$ cat src/hdl/mlg_pkg.sv
// Shared constants and types for the MSE loss and gradient block.
// No dependencies.
`default_nettype none

package mlg_pkg;

   localparam int MAX_LENGTH  = 1024;
   localparam int COUNT_W     = $clog2(MAX_LENGTH);
   localparam int LEN_W       = 11;
   localparam int INV_W       = 17;
   localparam int IN_W        = 16;
   localparam int DIFF_W      = IN_W + 1;
   localparam int SUM_W       = 43;
   localparam int SUM_LO_W    = 22;
   localparam int GRAD_W      = 18;
   localparam int COST_W      = 32;

   // shared multiplier: signed A by signed B, one registered product
   localparam int MUL_A_W     = SUM_LO_W + 1;
   localparam int MUL_B_W     = INV_W + 1;
   localparam int MUL_P_W     = MUL_A_W + MUL_B_W;

   localparam int CSR_DATA_W  = INV_W;
   localparam int CSR_INDEX_W = 2;

   localparam logic [CSR_INDEX_W-1:0] CSR_VECTOR_LENGTH = CSR_INDEX_W'(0);
   localparam logic [CSR_INDEX_W-1:0] CSR_INV_LENGTH    = CSR_INDEX_W'(1);

   localparam logic [LEN_W-1:0] LEN_RESET = LEN_W'(1);
   localparam logic [INV_W-1:0] INV_RESET = INV_W'(65536);

   typedef struct packed {
      logic                       en;
      logic signed [MUL_A_W-1:0]  a;
      logic signed [MUL_B_W-1:0]  b;
   } mul_req_type;

endpackage

`default_nettype wire

$ cat src/hdl/mlg_mul.sv
// Shared signed multiplier with a registered, load-enabled product.
// Depends on mlg_pkg.
`default_nettype none

module mlg_mul
   import mlg_pkg::*;
(
   input  wire logic                       clock,
   input  wire mul_req_type                mul_req,
   output logic signed [MUL_P_W-1:0]       prod_ff
);

   logic signed [MUL_P_W-1:0] prod_in;

   assign prod_in = MUL_P_W'(mul_req.a) * MUL_P_W'(mul_req.b);

   // product holds while no operation is issued
   always_ff @(posedge clock) begin
      if (mul_req.en) begin
         prod_ff <= prod_in;
      end
   end

endmodule

`default_nettype wire

$ cat src/hdl/mse_loss_with_gradient.sv
// Top level of the streaming MSE loss and gradient block.
// Depends on mlg_pkg and mlg_mul.
//
// Use: each req item carries one predicted and one target element (signed
// Q4.12). Every item gives one rsp item: the gradient 2*(p-t)*inv_length>>16,
// saturated to 18 bits, plus the cost and cost_valid. The cost field is the
// mean squared error (Q8.24, saturated) on the element that completes a
// vector of vector_length elements, and zero on every other element.
// Sequence: one shared multiplier does the square, then the gradient product,
// then on a closing element the two halves of the 43-bit sum by inv_length.
// An ordinary element passes states SQ, GR and GD, a closing element SQ, GR,
// C0, C1 and C2; the last state loads the result into the output register.
// req_stall is high while an item is at work. Stall: the result waits in the
// output register; the sequencer holds its last step (multiplier product
// frozen) until that register is free. Reset (synchronous, active high)
// empties the output, clears sum and count and restores vector_length = 1
// and inv_length = 65536. csr writes take effect at once; the user must make
// them only while the block is idle, which the block itself does not enforce.
`default_nettype none

module mse_loss_with_gradient
   import mlg_pkg::*;
(
   input  wire logic                     clock,
   input  wire logic                     reset,
   input  wire logic                     req_valid,
   output logic                          req_stall,
   input  wire logic signed [IN_W-1:0]   req_predicted,
   input  wire logic signed [IN_W-1:0]   req_target_value,
   output logic                          rsp_valid,
   input  wire logic                     rsp_stall,
   output logic signed [GRAD_W-1:0]      rsp_gradient,
   output logic [COST_W-1:0]             rsp_cost,
   output logic                          rsp_cost_valid,
   input  wire logic                     csr_write_enable,
   input  wire logic [CSR_INDEX_W-1:0]   csr_index,
   input  wire logic [CSR_DATA_W-1:0]    csr_wdata
);

   localparam int SQ_W       = 2 * DIFF_W;
   localparam int GRAD_SHIFT = 16;
   localparam int GS_W       = MUL_P_W - GRAD_SHIFT;
   localparam int HI_P_W     = SUM_W - SUM_LO_W + INV_W;
   localparam int LO_P_W     = SUM_LO_W + INV_W;
   localparam int FULL_W     = SUM_W + INV_W;
   localparam int COST_SHIFT = 16;

   localparam logic signed [GRAD_W-1:0] GRAD_MAX = {1'b0, {(GRAD_W-1){1'b1}}};
   localparam logic signed [GRAD_W-1:0] GRAD_MIN = {1'b1, {(GRAD_W-1){1'b0}}};

   typedef enum logic [2:0] {
      ST_IDLE,   // waiting for an item
      ST_SQ,     // issue diff*diff
      ST_GR,     // accumulate square, issue 2*diff*inv
      ST_GD,     // gradient ready, hand over ordinary result
      ST_C0,     // keep gradient, issue low sum half
      ST_C1,     // keep low product, issue high sum half
      ST_C2      // form cost, hand over closing result
   } state_type;

   state_type                   state_ff;

   // configuration
   logic [LEN_W-1:0]            vector_length_ff;
   logic [INV_W-1:0]            inv_length_ff;

   // datapath state
   logic signed [DIFF_W-1:0]    diff_ff;
   logic [SUM_W-1:0]            square_sum_ff;
   logic [COUNT_W-1:0]          element_count_ff;
   logic signed [GRAD_W-1:0]    grad_ff;
   logic [LO_P_W-1:0]           lo_ff;

   // output register
   logic                        rsp_valid_ff;
   logic signed [GRAD_W-1:0]    rsp_gradient_ff;
   logic [COST_W-1:0]           rsp_cost_ff;
   logic                        rsp_cost_valid_ff;

   logic signed [DIFF_W-1:0]    diff_in;
   mul_req_type                 mul_req;
   logic signed [MUL_P_W-1:0]   prod_ff;
   logic [SUM_W:0]              sum_add;
   logic [SUM_W-1:0]            square_sum_in;
   logic [LEN_W-1:0]            eff_len;
   logic [LEN_W-1:0]            count_next;
   logic                        last;
   logic signed [GS_W-1:0]      gshift;
   logic                        grad_ovf;
   logic signed [GRAD_W-1:0]    grad_in;
   logic [FULL_W-1:0]           cost_full;
   logic [COST_W-1:0]           cost_in;
   logic                        out_free;
   logic                        rsp_load;

   // ---------------------------------------------------------------- csr
   always_ff @(posedge clock) begin
      if (reset) begin
         vector_length_ff <= LEN_RESET;
         inv_length_ff    <= INV_RESET;
      end else if (csr_write_enable) begin
         unique case (csr_index)
            CSR_VECTOR_LENGTH: vector_length_ff <= csr_wdata[LEN_W-1:0];
            CSR_INV_LENGTH:    inv_length_ff    <= csr_wdata[INV_W-1:0];
            default: ;         // unmapped index, write dropped
         endcase
      end
   end

   // ---------------------------------------------------------- datapath
   assign diff_in = DIFF_W'(req_predicted) - DIFF_W'(req_target_value);

   // operand selection for the shared multiplier
   always_comb begin
      mul_req.en = 1'b0;
      mul_req.a  = '0;
      mul_req.b  = $signed({1'b0, inv_length_ff});
      unique case (state_ff)
         ST_SQ: begin
            mul_req.en = 1'b1;
            mul_req.a  = MUL_A_W'(diff_ff);
            mul_req.b  = MUL_B_W'(diff_ff);
         end
         ST_GR: begin
            mul_req.en = 1'b1;
            mul_req.a  = MUL_A_W'($signed({diff_ff, 1'b0}));
         end
         ST_C0: begin
            mul_req.en = 1'b1;
            mul_req.a  = $signed(MUL_A_W'(square_sum_ff[SUM_LO_W-1:0]));
         end
         ST_C1: begin
            mul_req.en = 1'b1;
            mul_req.a  = $signed(MUL_A_W'(square_sum_ff[SUM_W-1:SUM_LO_W]));
         end
         default: ;
      endcase
   end

   mlg_mul u_mul (
      .clock   (clock),
      .mul_req (mul_req),
      .prod_ff (prod_ff)
   );

   // saturating accumulate of the square
   assign sum_add       = (SUM_W+1)'(square_sum_ff) + (SUM_W+1)'(prod_ff[SQ_W-1:0]);
   assign square_sum_in = sum_add[SUM_W] ? {SUM_W{1'b1}} : sum_add[SUM_W-1:0];

   // effective length: zero acts as one, clamp at the maximum
   always_comb begin
      priority if (vector_length_ff == '0) begin
         eff_len = LEN_W'(1);
      end else if (vector_length_ff > LEN_W'(MAX_LENGTH)) begin
         eff_len = LEN_W'(MAX_LENGTH);
      end else begin
         eff_len = vector_length_ff;
      end
   end

   assign count_next = LEN_W'(element_count_ff) + LEN_W'(1);
   assign last       = (count_next >= eff_len);

   // gradient: arithmetic shift floors, then clamp to 18 bits
   assign gshift   = GS_W'(prod_ff >>> GRAD_SHIFT);
   assign grad_ovf = (gshift[GS_W-1:GRAD_W-1] != '0) && (gshift[GS_W-1:GRAD_W-1] != '1);
   assign grad_in  = grad_ovf ? (gshift[GS_W-1] ? GRAD_MIN : GRAD_MAX)
                              : gshift[GRAD_W-1:0];

   // cost from the two partial products, truncate then saturate
   assign cost_full = (FULL_W'(prod_ff[HI_P_W-1:0]) << SUM_LO_W) + FULL_W'(lo_ff);
   assign cost_in   = (cost_full[FULL_W-1:COST_SHIFT+COST_W] != '0) ? {COST_W{1'b1}}
                      : cost_full[COST_SHIFT+COST_W-1:COST_SHIFT];

   assign out_free  = !rsp_valid_ff || !rsp_stall;

   // output register takes a new item this cycle
   assign rsp_load  = out_free && ((state_ff == ST_GD) || (state_ff == ST_C2));

   // --------------------------------------------------------- sequencer
   always_ff @(posedge clock) begin
      if (reset) begin
         state_ff         <= ST_IDLE;
         rsp_valid_ff     <= 1'b0;
         square_sum_ff    <= '0;
         element_count_ff <= '0;
      end else begin
         if (rsp_load) begin
            rsp_valid_ff <= 1'b1;
         end else if (!rsp_stall) begin
            rsp_valid_ff <= 1'b0;
         end
         unique case (state_ff)
            ST_IDLE: begin
               if (req_valid) begin
                  diff_ff  <= diff_in;
                  state_ff <= ST_SQ;
               end
            end
            ST_SQ: begin
               state_ff <= ST_GR;
            end
            ST_GR: begin
               square_sum_ff <= square_sum_in;
               if (last) begin
                  state_ff <= ST_C0;
               end else begin
                  element_count_ff <= count_next[COUNT_W-1:0];
                  state_ff         <= ST_GD;
               end
            end
            ST_GD: begin
               if (out_free) begin
                  rsp_gradient_ff   <= grad_in;
                  rsp_cost_ff       <= '0;
                  rsp_cost_valid_ff <= 1'b0;
                  state_ff          <= ST_IDLE;
               end
            end
            ST_C0: begin
               grad_ff  <= grad_in;
               state_ff <= ST_C1;
            end
            ST_C1: begin
               lo_ff    <= prod_ff[LO_P_W-1:0];
               state_ff <= ST_C2;
            end
            ST_C2: begin
               if (out_free) begin
                  rsp_gradient_ff   <= grad_ff;
                  rsp_cost_ff       <= cost_in;
                  rsp_cost_valid_ff <= 1'b1;
                  square_sum_ff     <= '0;
                  element_count_ff  <= '0;
                  state_ff          <= ST_IDLE;
               end
            end
            default: begin
               state_ff <= ST_IDLE;
            end
         endcase
      end
   end

   assign req_stall      = (state_ff != ST_IDLE);
   assign rsp_valid      = rsp_valid_ff;
   assign rsp_gradient   = rsp_gradient_ff;
   assign rsp_cost       = rsp_cost_ff;
   assign rsp_cost_valid = rsp_cost_valid_ff;

endmodule

`default_nettype wire

$ cat config.mk
export PLATFORM = sky130hd
export DESIGN_NAME = mse_loss_with_gradient
export DESIGN_NICKNAME = d
export VERILOG_FILES = /design/src/hdl/mlg_pkg.sv /design/src/hdl/mlg_mul.sv /design/src/hdl/mse_loss_with_gradient.sv
export SDC_FILE = /design/constraint.sdc
export NUM_CORES = 2
export LEC_CHECK = 0
export ABC_CLOCK_PERIOD_IN_PS = 11000
export BUFFER_PORTS_ARGS = -buffer_cell sky130_fd_sc_hd__buf_2
export CELL_PAD_IN_SITES_DETAIL_PLACEMENT = 1
export CELL_PAD_IN_SITES_GLOBAL_PLACEMENT = 2
export CORE_AREA = 2 2 264 266
export CTS_CLUSTER_DIAMETER = 40
export DETAILED_ROUTE_END_ITERATION = 8
export DIE_AREA = 0 0 266 268
export HOLD_SLACK_MARGIN = 0.02
export PLACE_DENSITY = 0.91
export SYNTH_ARGS = -nofsm -noshare
export SYNTH_HDL_FRONTEND = slang
export SYNTH_SLANG_ARGS = --single-unit
$ cat constraint.sdc
create_clock -name clock -period 11 [get_ports clock]
set_input_delay 2.75 -clock clock [delete_from_list [all_inputs] [get_ports clock]]
set_output_delay 2.75 -clock clock [all_outputs]
set_load 0.03 [all_outputs]
==> flow_metrics.tcl <==
set metrics [dict create \
    io_pins 109 \
    cp.required_ns 11.29 \
    io_buffers 108 \
    first_global_vias 24350 \
    fin_util_pct 45.24 \
    whs_path_depth 2 \
    p_leak_nw 14.37 \
    core-area_um2 68230 \
    swShare_pct 49.97 \
    worst-path-max-fanout 22 \
    fin_crit_ns 9.520 \
    design_area_um2 30860 \
    clkPwrFrac_pct 17.2 \
    drt_iter0_drc 1603 \
    status "completed" \
    r2r_cells 25 \
    cts_buffer_depth 3 \
    grt-ovfl-total 0 \
    wl_per_cell_um 23.39 \
    cts_resized 0 \
    seq_area_frac_synth_pct 22.29 \
    clk_latency_ns 0.59 \
    vdd_ir_drop_max_mv 0.1280 \
    drc 0 \
    p_int_mw 3.846 \
    dp_hpwl_um 76390 \
    ctsHtreeMaxLevel 2 \
    yosysWarnings 0 \
    grt_max_degree 52 \
    syn2layout_area_growth_pct 10.86 \
    via_per_inst 5.465 \
    p_total_mw 7.687 \
    wirelength_um 94980 \
    fin_nets 3795 \
    crit_type "reg -> reg" \
    cts_sinks 235 \
    dr.pass1.iters 5 \
    ys_ff_latch 235 \
    postCtsHoldBufs 0 \
    cts_buffers 41 \
    ant_nets 0 \
    finalSetupViolations 0 \
    hold_viol_final 0 \
    num_vias 22190 \
    max_slew_margin_pct 20.44 \
    cts_tree "built" \
    area.sequential_um2 6206 \
    powerDensity_nw_per_um2 249.1 \
    combPwrFrac_pct 62.8 \
    die_area_um2 71290 \
    synthArstFlopShare_pct 0 \
    cts_root_buf "clkbuf_16" \
    hold_path.class "reg -> reg" \
    rsz0062_at_grt "false" \
    final_cell_mix "532 x inv_1, 501 x nand2_1, 412 x fa_1" \
    maxSlewViolCount 0 \
    placementRows 96 \
    synth_cell_types 82 \
    worstMarginPinSlew_ns 1.193 \
    die_w_um 266 \
    cts_setup_buffers 0 \
    dp_slack_ns 1.669 \
    hold_ws_ns 0.4702 \
    final_common_cell "inv_1" \
    max_freq_mhz 105.0 \
    die_h_um 268 \
    drive_gt1_share_pct 8.876 \
    crit_path_end_kind "flip-flop" \
    gp_congestion 0.9829 \
    seqPwrFrac_pct 20.0 \
    syn_avg_cell_area_um2 9.089 \
    synth_area_um2 27840 \
    grt_use_total_pct 27.10 \
    dp.cells 3983 \
    grt_pass1_wl_um 146200 \
    synth_edf_count 150 \
    crit_arrival_ns 9.81 \
    multiInputGateArea_um2 19320 \
    maxCapViolCount 0 \
    synth_ff_type "edfxtp_1" \
    nFillCells 7959 \
    worst_slack_ns 1.480 \
    start_util_pct 40.80 \
    setup_tns_ns 0 \
    instances_no_fill 4060 \
    dpl_cell_area_um2 29420 \
    skew_ns 0.03618 \
    p_sw_mw 3.842 \
    cp-start-kind "flip-flop" \
    antenna_found_initial 0 \
    synth_cells 3063 \
    clk_pin_slew_ns 0.06 \
    fin_crit_sh_pct 86.54 \
]
==> sequential cells by signal, indices dropped and copies added, names as in the netlist <==
register          cells
state_ff              3
lo_ff                23
rsp_gradient         18
rsp_cost_valid        1
rsp_valid             1
square_sum_ff        43
rsp_cost             32
vector_length_ff     11
diff_ff              17
grad_ff              18
element_count_ff     10
u_mul.prod_ff        41
inv_length_ff        17
==> cells by family after synthesis <==
family | share of synthesized area [%]
and+or+nand+nor | 15.16
buffers and inverters | 8.670
adders and majority gates | 37.85
AOI/OAI and AO/OA | 10.46
DFF | 22.29
xor gates and xnor gates | 3.712
muxes | 1.829
other | 0.02698
==> power by group through the flow <==
stage | combinational, mW | clock [mW] | sequential, mW
2_1_floorplan | 3.34 | 0 | 1.38
5_1_grt | 5.36 | 1.38 | 1.54
3_3_place_gp | 4.61 | 0 | 1.54
3_5_place_dp | 4.78 | 0 | 1.55
6_report | 4.83 | 1.32 | 1.54
4_1_cts | 4.82 | 1.34 | 1.53
==> layout make-up <==
| class | instances | share of cell area (%) |
|---|---|---|
| inverter | 532 | 6.470 |
| timing repair buffer | 142 | 2.578 |
| tap | 882 | 3.576 |
| multi-input combinational | 2192 | 62.59 |
| antenna | 1 | 0.008108 |
| sequential | 235 | 20.11 |
| clock buffer | 50 | 3.701 |
| clock inverter | 26 | 0.9730 |
==> cells in the mapped netlist, drive strengths merged, types with 6 or more instances <==
| cell type | number | share of area, % |
|---|---|---|
| a21o | 54 | 1.5 |
| and3 | 18 | 0.43 |
| a31o | 6 | 0.19 |
| nand2b | 22 | 0.49 |
| mux2 | 23 | 0.93 |
| a31oi | 18 | 0.40 |
| nand2 | 502 | 6.8 |
| clkbuf | 102 | 1.4 |
| o21bai | 19 | 0.51 |
| and4 | 8 | 0.25 |
| o211ai | 6 | 0.18 |
| or3 | 12 | 0.27 |
| nand4 | 23 | 0.52 |
| nand3 | 34 | 0.67 |
| mux2i | 25 | 0.90 |
| fa | 412 | 30 |
| o21ai | 99 | 1.8 |
| a22oi | 12 | 0.32 |
| inv | 532 | 7.2 |
| xor2 | 42 | 1.3 |
| ha | 183 | 8.2 |
| buf | 7 | 0.12 |
| nor2 | 237 | 3.2 |
| o22ai | 8 | 0.18 |
| and2 | 35 | 0.80 |
| xnor2 | 76 | 2.4 |
| a211oi | 12 | 0.34 |
| edfxtp | 150 | 16 |
| dfxtp | 85 | 6.1 |
| nor4 | 7 | 0.16 |
| o21a | 14 | 0.38 |
| a21oi | 152 | 2.7 |
| nor3 | 27 | 0.50 |
| nor2b | 21 | 0.47 |
==> worst max-delay path, cell delays in order, from the launching register on <==
cell	delay, ns
dfxtp_1	0.49
nand2b_1	0.30
nor2_2	0.75
mux2i_1	0.83
nor2_1	0.34
fa_1	0.88
fa_1	0.52
ha_1	0.56
inv_1	0.30
fa_1	0.56
inv_1	0.06
fa_1	0.53
inv_1	0.05
fa_1	0.52
inv_1	0.06
ha_1	0.35
a21o_1	0.20
a21o_1	0.17
a21o_1	0.23
or3_1	0.37
or3_1	0.35
nand2_1	0.10
o2111ai_1	0.15
a31o_2	0.26
a21oi_1	0.18
xnor2_1	0.09
==> metal layers <==
metal | track usage (%) | vias to the layer above | routed length [um]
li1 | - | 9974 | -
met1 | 35.79 | 11330 | 41440
met2 | 44.75 | 697 | 44080
met3 | 4.124 | 193 | 5448
met4 | 11.04 | 0 | 4013
met5 | 0 | - | 0
==> path summary, 6_finish.rpt <==
path / start / to / slack, ns
hold / removal: square_sum_ff[0] / square_sum_ff[0] / 0.47
setup reg to reg: state_ff[1] / u_mul.prod_ff[40] / 1.48
hold reg to reg: square_sum_ff[0] / square_sum_ff[0] / 0.47
setup / recovery: state_ff[1] / u_mul.prod_ff[40] / 1.48
No activity file was read; power rests on OpenSTA's default activity.
